### src/sv/stack_vm_instruction_executor_unit_assert.svh
// Assertion macros for the stack VM executor.
`ifndef STACK_VM_INSTRUCTION_EXECUTOR_UNIT_ASSERT_SVH
`define STACK_VM_INSTRUCTION_EXECUTOR_UNIT_ASSERT_SVH
`define SVM_ASSERT_IMPL(label, a, c) \
  label: assert property (@(posedge clk) disable iff (!rst_n) (a) |-> (c)) \
    else $error("assertion failed");
`define SVM_ASSERT_NEXT(label, a, c) \
  label: assert property (@(posedge clk) disable iff (!rst_n) (a) |=> (c)) \
    else $error("assertion failed");
`endif

### src/sv/svm_pkg.sv
// Package: opcodes, faults, states and defaults for the stack VM executor.
package svm_pkg;
  localparam int STACK_DEPTH_DEF = 256;
  localparam int IP_BITS_DEF = 16;
  localparam int CALL_NEST_DEF = 16;

  typedef enum logic [4:0] {
    OP_PUSH = 5'd0, OP_POP = 5'd1, OP_MOV = 5'd2, OP_PUSH_SF = 5'd3, OP_POP_SF = 5'd4,
    OP_ADD = 5'd5, OP_SUB = 5'd6, OP_MUL = 5'd7, OP_DIV = 5'd8, OP_BW_OR = 5'd9,
    OP_BW_AND = 5'd10, OP_OR = 5'd11, OP_AND = 5'd12, OP_LT = 5'd13, OP_GT = 5'd14,
    OP_GTE = 5'd15, OP_LTE = 5'd16, OP_EQL = 5'd17, OP_JMP = 5'd18,
    OP_JMP_ZERO = 5'd19, OP_HLT = 5'd20
  } opcode_t;

  localparam logic [2:0] F_OK = 3'd0;
  localparam logic [2:0] F_UNDER = 3'd1;
  localparam logic [2:0] F_OVER = 3'd2;
  localparam logic [2:0] F_DIV0 = 3'd3;
  localparam logic [2:0] F_UNKNOWN = 3'd4;
  localparam logic [2:0] F_SLOT = 3'd5;

  localparam logic [1:0] K_LIT = 2'd0;
  localparam logic [1:0] K_FRAME = 2'd1;
  localparam logic [1:0] K_ABS = 2'd2;

  typedef enum logic [3:0] {
    S_IDLE, S_RD1, S_RD2, S_RSV1, S_RSV2, S_OPND, S_EXEC, S_DIV, S_WB, S_TOP, S_TOPW, S_OUT
  } state_t;

  typedef struct packed {
    logic        start;
    logic        is_signed_div;
  } div_ctl_t;
endpackage

### src/sv/svm_div.sv
// Iterative signed 32-bit divider, one quotient bit per cycle.
module svm_div (
  input  logic               clk,
  input  logic               rst_n,
  input  svm_pkg::div_ctl_t  ctl,
  input  logic [31:0]        dividend,
  input  logic [31:0]        divisor,
  output logic               done,
  output logic [31:0]        quotient
);
  import svm_pkg::*;
  logic [31:0] q_r, q_nxt, d_r, d_nxt;
  logic [32:0] rem_r, rem_nxt;
  logic [5:0]  cnt_r, cnt_nxt;
  logic        neg_r, neg_nxt, busy_r, busy_nxt;
  logic [32:0] trial;
  logic [31:0] na, nb;

  always_comb begin
    na = dividend[31] ? (32'd0 - dividend) : dividend;
    nb = divisor[31] ? (32'd0 - divisor) : divisor;
    trial = {rem_r[31:0], q_r[31]} - {1'b0, d_r};
    q_nxt = q_r;
    d_nxt = d_r;
    rem_nxt = rem_r;
    cnt_nxt = cnt_r;
    neg_nxt = neg_r;
    busy_nxt = busy_r;
    if (ctl.start) begin
      q_nxt = na;
      d_nxt = nb;
      rem_nxt = '0;
      cnt_nxt = 6'd32;
      neg_nxt = ctl.is_signed_div & (dividend[31] ^ divisor[31]);
      busy_nxt = 1'b1;
    end else if (busy_r) begin
      if (!trial[32]) begin
        rem_nxt = trial;
        q_nxt = {q_r[30:0], 1'b1};
      end else begin
        rem_nxt = {rem_r[31:0], q_r[31]};
        q_nxt = {q_r[30:0], 1'b0};
      end
      cnt_nxt = cnt_r - 6'd1;
      if (cnt_r == 6'd1) busy_nxt = 1'b0;
    end
  end

  always_ff @(posedge clk) begin
    if (!rst_n) begin
      busy_r <= 1'b0;
      cnt_r <= '0;
    end else begin
      busy_r <= busy_nxt;
      cnt_r <= cnt_nxt;
    end
    q_r <= q_nxt;
    d_r <= d_nxt;
    rem_r <= rem_nxt;
    neg_r <= neg_nxt;
  end

  assign done = !busy_r && !ctl.start;
  assign quotient = neg_r ? (32'd0 - q_r) : q_r;
endmodule
### config.mk
export PLATFORM = sky130hd
export DESIGN_NAME = svm_div
export DESIGN_NICKNAME = d
export VERILOG_FILES = /design/src/sv/stack_vm_instruction_executor_unit_assert.svh /design/src/sv/svm_pkg.sv /design/src/sv/svm_div.sv
export SDC_FILE = /design/constraint.sdc
export NUM_CORES = 1
export LEC_CHECK = 0
export BUFFER_PORTS_ARGS = -buffer_cell sky130_fd_sc_hd__buf_2
export CAP_MARGIN = 20
export CORE_ASPECT_RATIO = 1.75
export CORE_MARGIN = 1
export CORE_UTILIZATION = 59
export CTS_CLUSTER_DIAMETER = 100
export DETAILED_ROUTE_END_ITERATION = 8
export PLACE_DENSITY_LB_ADDON = 0.1
export REMOVE_ABC_BUFFERS = 1
export SLEW_MARGIN = 5
export SYNTH_ARGS = -nofsm -noshare
export SYNTH_HDL_FRONTEND = slang
export SYNTH_SLANG_ARGS = --single-unit
### constraint.sdc
create_clock -name clk -period 4.2 [get_ports clk]
set_clock_uncertainty 0.05 [all_clocks]
set_input_delay 0.42 -clock clk [delete_from_list [all_inputs] [get_ports clk]]
set_output_delay 0.42 -clock clk [all_outputs]
set_load 0.05 [all_outputs]
==> run summary <==
outcome - finished clean
worst vdd ir - 0.265 mV
DP HPWL - 13600 µm
drc violations - 0
Peak Freq - 246 MHz
final setup fails - 0
filler instances - 1136
clk_lat worst skew - 350 ps
htree depth - 3
top cell type's share of synthesized area - 25.5%
unrepaired setup endpoints after global routing - false
average wire per standard cell - 15.9 µm
Pins Over Slew Limit - 0
register area - 0.00273 mm²
I/O pin count - 101
Gate Count Post-Synth - 896
Non-Filler Instances - 1147
Clock Pin Slew Worst Setup and Hold Paths - 80 ps
pin count of the biggest net entering global routing - 83
post-cts hold buffer count - 0
GRT Overall Usage - 27.7%
Slowest cell on crit path - or4_4
Async S/R FF share, synth - 0%
die footprint - 0.0134 mm²
cell family with the largest share of critical-path delay - simple AND/OR/NAND/NOR gates
Crit Path Category - register to output pin
sequential fraction of the synthesis area - 35.7%
placed cells - 1130
Starting Density - 60.9%
WP data arrival - 3600 ps
Util after Layout - 68.3%
total CTS buffers - 9
Seq cells post-synth - 104
Synth Flop Type - edfxtp_1
crit path time final - 4070 ps
Via density - 5.80
vias in the first global route - 6500
Final nets - 1079
Die H - 153 µm
number of post-CTS setup repair buffers - 0
CTS sink cnt - 104
Tot Pwr - 3.26 mW
clock tree buffer depth - 2
critical path peak fanout - 4
startpoint types - register
Worst Path Required - 3730 ps
Synth area leaders - edfxtp_1 (26%), dfxtp_1 (10%), xnor2_1 (8.9%)
Hold Vio Cnt, Final - 0
worst slew pin tran - 1080 ps
Post-synth EDFFs - 65
Die W - 88.1 µm
syn avg cell area - 8.54 µm²
Critical Path Start - q_r[1]
initial drt markers - 275
Crit path buffers/inverters - 2
Core Area - 0.0126 mm²
layout cells sized above 1 - 14.1%
yosys warns - 0
Setup TNS Final - 0 ps
P_leak - 3.40 nW
GP Congestion - 0.829
Critical Path End Type - output pin
CTS tree - yes
GR Overflow Total - 0
Port-buffer cells - 100
part of the cycle the worst path needs - 96.9%
slew margin rel. - 28.3%
CP Cell Sequence - inv_1, ha_1, nand2b_1, nand2b_1, or4_4, or3_4, or4_4, or3_4, o31ai_4, xnor2_1, buf_4
HP Start - divisor[0]
path type of the worst min-delay path - primary input to register
area of the multi-input gates - 0.00461 mm²
first-pass GRT wire length - 29300 µm
Synth cell types - 59
DRT Pass-1 Iters - 4
root buffer cell - clkbuf_16
CP peak stage delay - 460 ps
cell area after synthesis - 0.00765 mm²
post-route ant nets - 0
Synth area leader - edfxtp_1
Critical R2R Launch - q_r[31]
initial antenna violation count - 1
Rows - 54
Vias - 6647
Max-cap violations - 0
Cell Pwr Density - 380 mW/mm²
Area growth syn-to-layout - 12.2%
final wirelength - 18200 µm
-- timing repair --
item | CTS | global route
setup endpoints to repair | 1 | 3
gates resized for setup | 1 | 7
gates cloned | 0 | 0
pin swaps | 0 | 2
-- Yosys cell counts (all sizes together), types with 5 or more instances --
cell type and count:
nand2b 13, xor2 43, nand3 9, nor2b 8, inv 48, o21bai 5, a31oi 5, nand3b 5
a21oi 59, o41ai 11, clkbuf 33, a21o 12, ha 37, a311oi 28, dfxtp 39, edfxtp 65
a211oi 5, nor2 88, nand4 7, or4 13, o21a 7, buf 7, nor3 10, nand2 115
xnor2 78, nor4 5, o21ai 54, or3 20, o211ai 6, o31ai 24
-- metal layers --
layer	global-route usage [%]	routed length [µm]	vias to the layer above
li1	-	-	3375
met1	29.7	7170	3098
met2	51.0	9740	138
met3	5.04	722	36
met4	12.5	599	0
met5	0	0	-
-- cell usage in the layout (no fill, tap or decap), types with 5 or more instances in the layout --
cell       count
xor2_1        42
nor3_1        10
nand3_1        9
a21o_1        12
nor2_1        88
xnor2_1       77
o41ai_1       11
inv_1         47
or4_1         11
nor2b_1        8
or3_1         18
a31oi_1        5
nand2_1      115
nand4_1        7
o21ai_0       50
nand2b_1      13
dfxtp_1       38
buf_4          8
o21bai_1       5
o31ai_1       23
a21oi_1       59
a311oi_1      28
edfxtp_1      65
clkbuf_16      9
nand3b_1       5
buf_2         96
a211oi_1       5
o211ai_1       6
ha_1          37
o21a_1         7
-- flip-flops by register name, summed over array words and instances (netlist names) --
| register | count |
|---|---|
| d_r | 32 |
| q_r | 32 |
| rem_r | 32 |
| cnt_r | 6 |
| busy_r | 1 |
| neg_r | 1 |
-- where the power goes --
group	internal [mW]	leakage [nW]	switching (mW)
Sequential	1.21	0.958	0.0921
Combinational	0.407	2.31	0.748
Clock	0.413	0.139	0.398
-- per-stage QoR --
step	hold slack, ps	area [µm²]	worst slack (ps)
after floorplan	407	7490	115
after global placement	431	8280	352
after detailed placement	437	8280	396
after CTS	247	8560	24.2
after global routing	244	8580	6.89
final	259	8580	130
-- layout make-up --
class / count / share of cell area (%)
clock buffers: 10 / 2.67
multi-input cells: 704 / 53.7
flip-flops and latches: 104 / 31.9
diodes: 1 / 0.0292
clock inverters: 6 / 0.598
repair buffers: 106 / 6.62
inverters: 48 / 2.10
well taps: 168 / 2.45
-- final timing paths --
path,end,slack (ps),depth (start not counted)
worst max register to register,rem_r[2],590,14
worst min-delay path,d_r[0],260,1
worst min register to register,rem_r[3],440,2
worst max-delay path,quotient[28],130,11
-- cell families after synthesis --
kind of cell	count (synthesis)	share of synthesized area, %
buf+inv	88	4.43
simple gates	309	19.2
mux	3	0.393
fa+ha+maj	38	6.31
flops	104	35.7
xor+xnor	121	13.9
compound gates	233	20.1
Note: power is estimated with default switching activity, not from simulation.
